`src/hw/rtl/brld_pkg.sv`:
```
// Shared types and constants for the block RMS loudness detector.
// No dependencies; every other file of the block refers to this package.
`default_nettype none

package brld_pkg;

    // Widths fixed by the word formats and the state of the block
    localparam int SAMPLE_W  = 16;
    localparam int LEVEL_W   = 16;
    localparam int SUM_W     = 40;
    localparam int ELAPSED_W = 32;
    localparam int WINDOW_W  = 16;
    localparam int RATIO_W   = 9;
    localparam int CFG_IDX_W = 8;
    localparam int CFG_DATA_W = 16;

    // Iterative units: one quotient bit or one root bit per cycle
    localparam int DIV_STEPS  = SUM_W;
    localparam int SQRT_STEPS = SUM_W / 2;
    localparam int STEP_W     = $clog2(DIV_STEPS);
    localparam int ROOT_W     = SQRT_STEPS;
    localparam int SREM_W     = ROOT_W + 1;

    // Block size default
    localparam int MAX_BLOCK = 512;

    // Register reset values
    localparam logic [WINDOW_W-1:0] WINDOW_RESET = 16'd5000;
    localparam logic [RATIO_W-1:0]  RATIO_RESET  = 9'd192;

    // Register indexes of the configuration port
    localparam logic [CFG_IDX_W-1:0] REG_WINDOW_MS     = 8'd0;
    localparam logic [CFG_IDX_W-1:0] REG_LOUD_RATIO_Q8 = 8'd1;

    // Input word kinds
    localparam logic REQ_SAMPLE = 1'b0;
    localparam logic REQ_TICK   = 1'b1;

    typedef struct packed {
        logic                       req_type;
        logic signed [SAMPLE_W-1:0] sample;
        logic                       block_end;
    } s_word_t;

    typedef struct packed {
        logic [LEVEL_W-1:0] level;
        logic [LEVEL_W-1:0] peak;
        logic               loud;
    } m_word_t;

    // Controller to datapath
    typedef struct packed {
        logic load;       // capture sample magnitude
        logic tick;       // advance millisecond counter
        logic acc;        // square and accumulate
        logic div_step;   // one restoring division step
        logic sqrt_step;  // one root digit
        logic fin;        // peak update, load output word
    } dp_cmd_t;

    // Datapath to controller
    typedef struct packed {
        logic blk_end;    // valid while acc: this sample closes the block
    } dp_stat_t;

endpackage

`default_nettype wire

```
`src/hw/rtl/block_rms_loudness_detector.sv`:
```
// Top level of the block RMS loudness detector.
// Instantiates brld_ctrl and brld_dp; types and constants from brld_pkg.
//
// Usage:
//   s_ channel: one word per audio sample (req_type = sample) or per
//   millisecond tick (req_type = tick). A sample with block_end set, or the
//   sample that fills MaxBlock, closes the block.
//   m_ channel: one word per closed block: level = floor(sqrt(sum/count)),
//   peak after the hold update, and the loud flag.
//   cfg_ channel: register writes (index 0 window_ms, 1 loud_ratio_q8);
//   always ready, unknown indexes are dropped. Write only while idle.
// Timing:
//   A tick is taken in the idle state. A sample that does not close a block
//   passes through capture, then square and accumulate. A closing sample
//   then runs the serial divider, which produces one quotient bit per cycle
//   over the 40-bit sum, the serial root (one digit per cycle) and the final
//   state, where m_valid is registered once the output word is loaded.
// Reset and stall:
//   aresetn (synchronous, active low) clears the sum, count, peak, timer
//   and output valid, and loads window_ms = 5000 and ratio = 192.
//   A result word waits in the output register while m_ready is low; new
//   samples and ticks are still taken meanwhile. Only the next closing
//   block holds in its final cycle until the output register is free.
`default_nettype none

module block_rms_loudness_detector #(
    parameter int MaxBlock = brld_pkg::MAX_BLOCK
) (
    input  wire logic                            aclk,
    input  wire logic                            aresetn,
    // input words
    input  wire logic                            s_valid,
    output logic                                 s_ready,
    input  wire brld_pkg::s_word_t               s_data,
    // result words
    output logic                                 m_valid,
    input  wire logic                            m_ready,
    output brld_pkg::m_word_t                    m_data,
    // register writes
    input  wire logic                            cfg_valid,
    output logic                                 cfg_ready,
    input  wire logic [brld_pkg::CFG_IDX_W-1:0]  cfg_index,
    input  wire logic [brld_pkg::CFG_DATA_W-1:0] cfg_data
);

    brld_pkg::dp_cmd_t  cmd;
    brld_pkg::dp_stat_t st;

    // register writes never stall
    assign cfg_ready = 1'b1;

    brld_ctrl u_ctrl (
        .aclk     (aclk),
        .aresetn  (aresetn),
        .s_valid  (s_valid),
        .s_ready  (s_ready),
        .req_type (s_data.req_type),
        .m_valid  (m_valid),
        .m_ready  (m_ready),
        .st       (st),
        .cmd      (cmd)
    );

    brld_dp #(
        .MaxBlock (MaxBlock)
    ) u_dp (
        .aclk      (aclk),
        .aresetn   (aresetn),
        .cmd       (cmd),
        .st        (st),
        .s_data    (s_data),
        .m_data    (m_data),
        .cfg_valid (cfg_valid),
        .cfg_index (cfg_index),
        .cfg_data  (cfg_data)
    );

endmodule

`default_nettype wire

```
`src/hw/rtl/brld_ctrl.sv`:
```
// Controller state machine of the block RMS loudness detector.
// Depends on brld_pkg; drives brld_dp through command and status structs.
`default_nettype none

module brld_ctrl (
    input  wire logic               aclk,
    input  wire logic               aresetn,
    input  wire logic               s_valid,
    output logic                    s_ready,
    input  wire logic               req_type,
    output logic                    m_valid,
    input  wire logic               m_ready,
    input  wire brld_pkg::dp_stat_t st,
    output brld_pkg::dp_cmd_t       cmd
);

    typedef enum logic [4:0] {
        ST_IDLE = 5'b00001,
        ST_ACC  = 5'b00010,
        ST_DIV  = 5'b00100,
        ST_SQRT = 5'b01000,
        ST_FIN  = 5'b10000
    } state_t;

    state_t                        state_reg, state_next;
    logic [brld_pkg::STEP_W-1:0]   step_reg, step_next;
    logic                          m_valid_reg, m_valid_next;

    always_comb begin
        state_next = state_reg;
        step_next  = step_reg;
        cmd        = '0;
        s_ready    = 1'b0;
        case (state_reg)
            ST_IDLE: begin
                s_ready = 1'b1;
                if (s_valid) begin
                    if (req_type == brld_pkg::REQ_TICK) begin
                        cmd.tick = 1'b1;
                    end else begin
                        cmd.load   = 1'b1;
                        state_next = ST_ACC;
                    end
                end
            end
            ST_ACC: begin
                cmd.acc = 1'b1;
                step_next = '0;
                state_next = st.blk_end ? ST_DIV : ST_IDLE;
            end
            ST_DIV: begin
                cmd.div_step = 1'b1;
                step_next = step_reg + 1'b1;
                if (step_reg == brld_pkg::STEP_W'(brld_pkg::DIV_STEPS - 1)) begin
                    step_next  = '0;
                    state_next = ST_SQRT;
                end
            end
            ST_SQRT: begin
                cmd.sqrt_step = 1'b1;
                step_next = step_reg + 1'b1;
                if (step_reg == brld_pkg::STEP_W'(brld_pkg::SQRT_STEPS - 1)) begin
                    step_next  = '0;
                    state_next = ST_FIN;
                end
            end
            ST_FIN: begin
                // hold until the output register is free
                if (!m_valid_reg || m_ready) begin
                    cmd.fin    = 1'b1;
                    state_next = ST_IDLE;
                end
            end
            default: begin
                state_next = ST_IDLE;
                step_next  = '0;
            end
        endcase
    end

    always_comb begin
        if (cmd.fin) begin
            m_valid_next = 1'b1;
        end else if (m_ready) begin
            m_valid_next = 1'b0;
        end else begin
            m_valid_next = m_valid_reg;
        end
    end

    assign m_valid = m_valid_reg;

    always_ff @(posedge aclk) begin
        if (!aresetn) begin
            state_reg   <= ST_IDLE;
            step_reg    <= '0;
            m_valid_reg <= 1'b0;
        end else begin
            state_reg   <= state_next;
            step_reg    <= step_next;
            m_valid_reg <= m_valid_next;
        end
    end

endmodule

`default_nettype wire

```
`src/hw/rtl/brld_dp.sv`:
```
// Datapath of the block RMS loudness detector: accumulator, serial divider,
// serial square root, peak hold and configuration registers. Uses brld_pkg.
`default_nettype none

module brld_dp #(
    parameter int MaxBlock = brld_pkg::MAX_BLOCK
) (
    input  wire logic                            aclk,
    input  wire logic                            aresetn,
    input  wire brld_pkg::dp_cmd_t               cmd,
    output brld_pkg::dp_stat_t                   st,
    input  wire brld_pkg::s_word_t               s_data,
    output brld_pkg::m_word_t                    m_data,
    input  wire logic                            cfg_valid,
    input  wire logic [brld_pkg::CFG_IDX_W-1:0]  cfg_index,
    input  wire logic [brld_pkg::CFG_DATA_W-1:0] cfg_data
);

    localparam int CNT_W = $clog2(MaxBlock + 1);
    localparam int MAG_W = brld_pkg::SAMPLE_W + 1;
    localparam int SUM_W = brld_pkg::SUM_W;
    localparam int LVL_W = brld_pkg::LEVEL_W;
    localparam int ROOT_W = brld_pkg::ROOT_W;
    localparam int SREM_W = brld_pkg::SREM_W;
    localparam int EL_W  = brld_pkg::ELAPSED_W;
    localparam int CMP_W = LVL_W + brld_pkg::RATIO_W;

    logic [brld_pkg::WINDOW_W-1:0] window_reg;
    logic [brld_pkg::RATIO_W-1:0]  ratio_reg;
    logic [MAG_W-1:0]              mag_reg;
    logic                          last_reg;
    logic [SUM_W-1:0]              sum_reg;
    logic [CNT_W-1:0]              count_reg;
    logic [LVL_W-1:0]              peak_reg;
    logic [EL_W-1:0]               elapsed_reg;
    logic [SUM_W-1:0]              work_reg;
    logic [CNT_W-1:0]              drem_reg;
    logic [SREM_W-1:0]             srem_reg;
    logic [ROOT_W-1:0]             root_reg;
    brld_pkg::m_word_t             out_reg;

    // sample magnitude
    logic [MAG_W-1:0] smp_ext;
    logic [MAG_W-1:0] mag_next;
    // accumulate
    logic [2*MAG_W-1:0] sq;
    logic [SUM_W:0]     sum_wide;
    logic [SUM_W-1:0]   sum_sat;
    logic [CNT_W-1:0]   count_inc;
    // divide step
    logic [CNT_W:0]     drem_sh;
    logic               div_ge;
    logic [CNT_W:0]     drem_sub;
    // root step
    logic [SREM_W+1:0]  srem_sh;
    logic [SREM_W+1:0]  trial;
    logic               sqrt_ge;
    logic [SREM_W+1:0]  srem_sub;
    // finish
    logic [LVL_W-1:0]   level;
    logic               win_over;
    logic [LVL_W-1:0]   peak_base;
    logic [LVL_W-1:0]   peak_new;
    logic [CMP_W-1:0]   lvl_scaled;
    logic [CMP_W-1:0]   thr;

    always_comb begin
        smp_ext  = {s_data.sample[brld_pkg::SAMPLE_W-1], s_data.sample};
        mag_next = s_data.sample[brld_pkg::SAMPLE_W-1] ? (MAG_W'(0) - smp_ext) : smp_ext;

        sq        = mag_reg * mag_reg;
        sum_wide  = {1'b0, sum_reg} + (SUM_W + 1)'(sq);
        sum_sat   = sum_wide[SUM_W] ? {SUM_W{1'b1}} : sum_wide[SUM_W-1:0];
        count_inc = count_reg + 1'b1;
        // the accepted word has left the input by now; use the captured flag
        st.blk_end = last_reg || (count_inc >= CNT_W'(MaxBlock));

        drem_sh  = {drem_reg, work_reg[SUM_W-1]};
        div_ge   = drem_sh >= {1'b0, count_reg};
        drem_sub = drem_sh - {1'b0, count_reg};

        srem_sh  = {srem_reg, work_reg[SUM_W-1:SUM_W-2]};
        trial    = (SREM_W + 2)'({root_reg, 2'b01});
        sqrt_ge  = srem_sh >= trial;
        srem_sub = srem_sh - trial;

        level      = root_reg[LVL_W-1:0];
        win_over   = elapsed_reg > EL_W'(window_reg);
        peak_base  = win_over ? '0 : peak_reg;
        peak_new   = (level > peak_base) ? level : peak_base;
        lvl_scaled = CMP_W'({level, 8'd0});
        thr        = CMP_W'(ratio_reg * peak_new);
    end

    // configuration registers
    always_ff @(posedge aclk) begin
        if (!aresetn) begin
            window_reg <= brld_pkg::WINDOW_RESET;
            ratio_reg  <= brld_pkg::RATIO_RESET;
        end else if (cfg_valid) begin
            case (cfg_index)
                brld_pkg::REG_WINDOW_MS:     window_reg <= cfg_data;
                brld_pkg::REG_LOUD_RATIO_Q8: ratio_reg  <= cfg_data[brld_pkg::RATIO_W-1:0];
                default: ;
            endcase
        end
    end

    // block state, timer and peak
    always_ff @(posedge aclk) begin
        if (!aresetn) begin
            sum_reg     <= '0;
            count_reg   <= '0;
            peak_reg    <= '0;
            elapsed_reg <= '0;
        end else begin
            if (cmd.tick && elapsed_reg != {EL_W{1'b1}}) begin
                elapsed_reg <= elapsed_reg + 1'b1;
            end
            if (cmd.acc) begin
                count_reg <= count_inc;
                sum_reg   <= st.blk_end ? '0 : sum_sat;
            end
            if (cmd.fin) begin
                count_reg <= '0;
                peak_reg  <= peak_new;
                if (win_over) begin
                    elapsed_reg <= '0;
                end
            end
        end
    end

    // payload: magnitude, serial units, output word
    always_ff @(posedge aclk) begin
        if (cmd.load) begin
            mag_reg  <= mag_next;
            last_reg <= s_data.block_end;
        end
        if (cmd.acc) begin
            work_reg <= sum_sat;
            drem_reg <= '0;
            srem_reg <= '0;
            root_reg <= '0;
        end
        if (cmd.div_step) begin
            work_reg <= {work_reg[SUM_W-2:0], div_ge};
            drem_reg <= div_ge ? drem_sub[CNT_W-1:0] : drem_sh[CNT_W-1:0];
        end
        if (cmd.sqrt_step) begin
            work_reg <= {work_reg[SUM_W-3:0], 2'b00};
            srem_reg <= sqrt_ge ? srem_sub[SREM_W-1:0] : srem_sh[SREM_W-1:0];
            root_reg <= {root_reg[ROOT_W-2:0], sqrt_ge};
        end
        if (cmd.fin) begin
            out_reg.level <= level;
            out_reg.peak  <= peak_new;
            out_reg.loud  <= (lvl_scaled > thr) && (peak_new != '0);
        end
    end

    assign m_data = out_reg;

endmodule

`default_nettype wire

```
`config.mk`:
```
export PLATFORM = sky130hd
export DESIGN_NAME = block_rms_loudness_detector
export DESIGN_NICKNAME = d
export VERILOG_FILES = /design/src/hw/rtl/brld_pkg.sv /design/src/hw/rtl/block_rms_loudness_detector.sv /design/src/hw/rtl/brld_ctrl.sv /design/src/hw/rtl/brld_dp.sv
export SDC_FILE = /design/constraint.sdc
export NUM_CORES = 2
export LEC_CHECK = 0
export BUFFER_PORTS_ARGS = -buffer_cell sky130_fd_sc_hd__buf_4
export CAP_MARGIN = 20
export CORE_MARGIN = 4
export CORE_UTILIZATION = 50
export DETAILED_ROUTE_END_ITERATION = 10
export GPL_TIMING_DRIVEN = 0
export MAX_ROUTING_LAYER = met4
export PLACE_DENSITY = 0.74
export SLEW_MARGIN = 20
export SYNTH_ARGS = -nofsm -noshare
export SYNTH_HDL_FRONTEND = slang
export SYNTH_SLANG_ARGS = --single-unit
```
`constraint.sdc`:
```
create_clock -name aclk -period 18 [get_ports aclk]
set_clock_uncertainty 0.15 [all_clocks]
set_input_delay 3.6 -clock aclk [delete_from_list [all_inputs] [get_ports aclk]]
set_output_delay 3.6 -clock aclk [all_outputs]
set_load 0.005 [all_outputs]
```
; ---- After elaboration in Yosys (flattened, before gate mapping)
; Index checks and enable logic that the tools add are counted.
[totals]
reg_bits = 277
latchBits = 0
ram_bits = 0
romBits = 0
mem_count = 0
[op_classes]
addsub = 7
n_mul = 2
div = 0
order_cmp = 6
eq_ne = 14
n_shift = 0
mux = 41
n_bitwise = 1
reduce_logical = 16
[ops]
columns = cell, n
row1 = 40-bit two-way mux, 5
row2 = 32-bit two-way mux, 3
row3 = 21-bit two-way mux, 3
row4 = 40-bit by 34-bit adder with 41-bit output, 1
row5 = 20-bit two-way mux, 2
row6 = 17-bit by 17-bit multiplier with 34-bit output, 1
row7 = 32-bit by 1-bit adder with 32-bit output (second input constant), 1
row8 = 32-bit by 16-bit > comparator with 1-bit output, 1
row9 = 16-bit two-way mux, 2
row10 = 32-bit != test (second input constant), 1
row11 = 10-bit two-way mux, 3
row12 = 24-bit by 25-bit > comparator with 1-bit output, 1
row13 = 9-bit by 16-bit multiplier with 25-bit output, 1
row14 = 5-bit two-way mux, 5
row15 = 5-bit case mux with 5 select lines, 1
row16 = 23-bit by 22-bit >= comparator with 1-bit output, 1
row17 = 21-bit subtractor, 1
row18 = 6-bit case mux with 3 select lines, 1
row19 = 1-bit by 16-bit subtractor with 17-bit output (first input constant), 1
row20 = 16-bit > comparator, 1
row21 = 16-bit nonzero test, 1
row22 = 15-bit two-way mux, 1
row23 = 6-bit two-way mux, 2
row24 = 11-bit by 10-bit >= comparator with 1-bit output, 1
row25 = other kinds (27), 46

; ---- Longest topological paths before layout
[logic_depth]
ltp_word = 7
depth_mapped = 48
mapped_depth_nobuf = 46

; ---- Cells and area by module
; Synthesis repeated with hierarchy kept, for this count alone.
[unflattened]
cells_unflattened = 3039
hier_area_um2 = 28199.5
[by_module_without_submodules]
columns = mod, instances, cells_each, area_per_inst_um2, seq_area_each_um2
row1 = brld_dp, 1, 2952, 27498.9, 6706.4
row2 = brld_ctrl, 1, 85, 689.4, 240.2
row3 = block_rms_loudness_detector, 1, 2, 11.3, 0.0

; ---- Least setup slack after synthesis
; No wires, ideal clock.
[synth_path]
path_kind = register to register
from = register u_dp.elapsed_reg[13]
to = register u_dp.out_reg (netlist bit u_dp.m_data[0]) (data pin)
t_arrival_ns = 9.133
t_required_ns = 17.587
setup_slack_ns = 8.453
stages_incl_launch_ff = 44
path_buffers = 3
synth_period_minus_slack_ns = 9.547
cell_sequence = dfxtp_1 -> ha_1 -> a21o_1 -> a21o_1 -> a221o_1 -> a221oi_4 -> buf_2 -> nand2_1 -> ha_1 -> a21oi_1 -> nor2_1 -> a211o_1 -> a21oi_1 -> o21ai_0 -> a2bb2oi_1 -> clkbuf_1 -> buf_2 -> a21oi_1 -> [8 not listed] -> ha_1 -> and3_1 -> and3_1 -> a21oi_1 -> o21ai_0 -> or2_2 -> a21o_1 -> a21o_1 -> a21oi_1 -> xor2_1 -> ha_1 -> a21o_1 -> a21o_1 -> a21oi_1 -> o21ai_0 -> a21oi_1 -> a211o_1 -> nor3_1
[synth_between]
elab_chain_len = 7
[synth_lines]
columns = item, line
row1 = "start, declared", brld_dp.sv:35  ; logic [EL_W-1:0] elapsed_reg;
row2 = "start signal, assigned", brld_dp.sv:118  ; elapsed_reg <= elapsed_reg + 1'b1;
row3 = 32-bit by 16-bit > comparator with 1-bit output (*), brld_dp.sv:88  ; win_over = elapsed_reg > EL_W'(window_reg);
row4 = 16-bit two-way mux (*), brld_dp.sv:89  ; peak_base = win_over ? '0 : peak_reg;
row5 = 16-bit > comparator, brld_dp.sv:90  ; peak_new = (level > peak_base) ? level : peak_base;
row6 = 16-bit two-way mux (*), brld_dp.sv:90
row7 = net u_dp.peak_new[3], brld_dp.sv:63  ; logic [LVL_W-1:0] peak_new;
row8 = 9-bit by 16-bit multiplier with 25-bit output, brld_dp.sv:92  ; thr = CMP_W'(ratio_reg * peak_new);
row9 = 24-bit by 25-bit > comparator with 1-bit output, brld_dp.sv:158  ; out_reg.loud <= (lvl_scaled > thr) && (peak_new != '0);
row10 = 1-bit logical AND (*), brld_dp.sv:158
row11 = "end, declared", brld_dp.sv:40  ; brld_pkg::m_word_t out_reg;
; Mark *: on every way through the listed nets, which the timed path passes. The rest lies on a longest branch.
; A chain may end at the register's enable or synchronous reset.

; ---- Worst setup path after layout
[layout_path]
from = register u_dp.elapsed_reg[9]
to = register u_dp.out_reg (netlist bit u_dp.m_data[0]) (data pin)
; Same word-level chain as after synthesis.

==> results.md <==
* Final Worst Setup Slack at ~6500 ps
* Leading cell types in the layout, fill and taps excluded: 470 x inv_1, 325 x fa_1, 284 x nand2_1, 240 x ha_1, 230 x nor2_1
* Root Driver: clkbuf_16
* # IOs at between 80 and 90
* Number of synthesized register bits at 277
* Path class of the lowest-slack min-delay path: reg -> reg
* Grt peak-use layer: met2
* Slew at the pin closest to its max-slew limit at approximately 700 ps
* Post-layout instance count excluding filler cells at 3887
* Per-cell via count in the routed design at ~5.4
* Sequential area share after synthesis at between 20% and 30%
* Total placed cells including tap cells at around 3800
* Peak clock frequency supported by timing at 0.0873 GHz
* Detail Route Antenna Nets at 0
* Final core utilization at around 56%
* Commonest non-fill, non-tap cell in the layout: inv_1
* Total Negative Setup Slacks at 0 ps
* Total gr overflow at 0
* Status: completed
* Routed via count at about 21000
* Post-CTS clock slew at the launch and capture registers of the worst setup and hold paths at around 60 ps
* Unrepaired setup endpoints after global routing: no
* Antenna violations before repair at 2
* Async set-or-reset flop fraction in the synthesized netlist at 0%
* Fin crit period at ~11000 ps
* Detailed Routing Iterations Pass 1 at 6
* Number of nets in the layout at approximately 3700
* Post-CTS Resized at 0
* Starting density of the core at between 50% and 60%
* Clock buffers created by TritonCTS at 35
* Startpoint types: register
* Required time of the critical path at 18120 ps
* H-Tree Level Count at 2
* Total wire length at roughly 64000 um
* Category of the critical setup timing path: reg -> reg
* Total Die Area at around 0.060 mm2
* Buffer count from post-CTS setup fixing at 0
* Critical-path maximum fanout at 10
* Distinct cell type count after synthesis at 89
* Largest net degree at the start of global routing at 28
* Number of cell rows at 86
* Worst slew margin at approximately 52%
* Net count of the mapped netlist at around 3600
* Placeable core region at about 0.055 mm2
* Met3 Resource Use GR at 4.01%
* Number of violations of the max-capacitance limit at 0
* Share of the clock period used by the worst path after layout at 63.6%
* Clock tree sinks at about 280
* Longest Clk Path Bufs at 3
* Overall die height at 244 um
* Number of synthesized flops with an enable pin at 140
* Number of setup violations in the final report at 0
* Number of synthesis warnings at 0
* Placer congestion estimate at approximately 0.93
* Slew Viols, Final at 0
* Tot GR Track Use at 22.6%
* Syn Area/Cell at roughly 9.3 um2
* Layout cells sized above 1 at between 6 and 7%
* Port bufs at 80
* DR iter-0 viols at between 1000 and 1500
* GRT met1 Usage at between 30% and 40%
* Ys flop type: edfxtp_1
* Number of global-route vias before repair at roughly 21000
* Cell area after synthesis at approximately 0.028 mm2
* Global-route wire length before repair at around 110000 um
* Max incr delay on CP at 640 ps
* TritonCTS clock tree: done
* Worst-skew pair later-pin latency at approximately 560 ps
* Grt met2 use at between 30% and 40%
* Data arrival time of the critical path at 11580 ps
* # hold bufs at CTS at 0
* Number of remaining DRC errors at 0
* Post-placement worst setup slack at around 6800 ps
* Layout-stage area growth over the synthesis result at 10.1%
* Number of hold-slack violations in the final timing report at 0
* Category of the worst setup path capture point: register
* Post-detailed-route wirelength per cell at between 15 and 20 um
* Final HPWL DP at 50800 um
* Cell type of the slowest stage on the worst timing path: a221oi_4
* Chip Width at between 200 and 250 um
* Gate count after technology mapping at approximately 3000
logic make-up after synthesis:
logic type | Yosys count | share of synthesized area (%)
simple gates | 906 | 15.7
buf+inv | 586 | 8.09
fa+ha+maj | 565 | 34.2
compound gates | 472 | 11.0
flops | 277 | 24.9
xor+xnor | 125 | 3.93
mux | 58 | 2.10
other cells | 2 | 0.0270
final cells by class:
cell class	count	area, um2
flip-flops and latches	277	6950
plain buffers	104	445
clock buffers	44	930
well taps	748	936
fillers	4955	24400
diodes	2	5.00
inverters	482	1810
repair buffers	83	683
multi-input cells	2128	18700
clock inverters	19	233
worst max-delay path: cells and delay by family, from the launching register on:
kind                       cells  cell delay (ps)
and+or+nand+nor               13             2360
adders and majority gates      8             3390
DFF                            1              360
xor gates and xnor gates       1               90
buffers and inverters          6             1450
AOI/OAI and AO/OA             12             3340
path summary, 6_finish.rpt:
check,from,endpoint,slack (ps),cells after the start
worst min register to register,u_dp.sum_reg[9]$_SDFFE_PN0P_,u_dp.sum_reg[9]$_SDFFE_PN0P_,300,2
worst min-delay path,u_dp.sum_reg[9]$_SDFFE_PN0P_,u_dp.sum_reg[9]$_SDFFE_PN0P_,300,2
worst max-delay path,u_dp.elapsed_reg[9]$_SDFF_PN0_,u_dp.m_data[0]$_DFFE_PP_,6550,40
worst max register to register,u_dp.elapsed_reg[9]$_SDFF_PN0_,u_dp.m_data[0]$_DFFE_PP_,6550,40
cells in the mapped netlist (40+ instances only):
cell | number | area (um2)
a21o_1 | 64 | 480
a21oi_1 | 137 | 686
and2_1 | 156 | 976
clkbuf_1 | 74 | 278
dfxtp_1 | 137 | 2740
edfxtp_1 | 140 | 4200
fa_1 | 325 | 6510
ha_1 | 240 | 3000
inv_1 | 470 | 1760
mux2i_1 | 55 | 551
nand2_1 | 286 | 1070
nand3_1 | 40 | 200
nor2_1 | 231 | 867
o21ai_0 | 110 | 551
xnor2_1 | 71 | 622
xor2_1 | 54 | 473
through the flow:
| stage | instance area, um2 | hold WS [ps] |
|---|---|---|
| 6_report | 30600 | 303 |
| 5_1_grt | 30600 | 324 |
| 4_1_cts | 30600 | 306 |
| 3_5_place_dp | 29500 | 294 |
| 3_3_place_gp | 29400 | 287 |
| 2_1_floorplan | 27800 | 275 |
routing by layer:
layer,up-vias,share of wire [%]
met5,-,0
met4,0,1.8
met3,92,6.0
met2,554,48
met1,10400,45
li1,10100,-
Power is left out: the tool's default activity adds up to more than one toggle a clock period on the data nets, which glitch-free logic cannot reach.
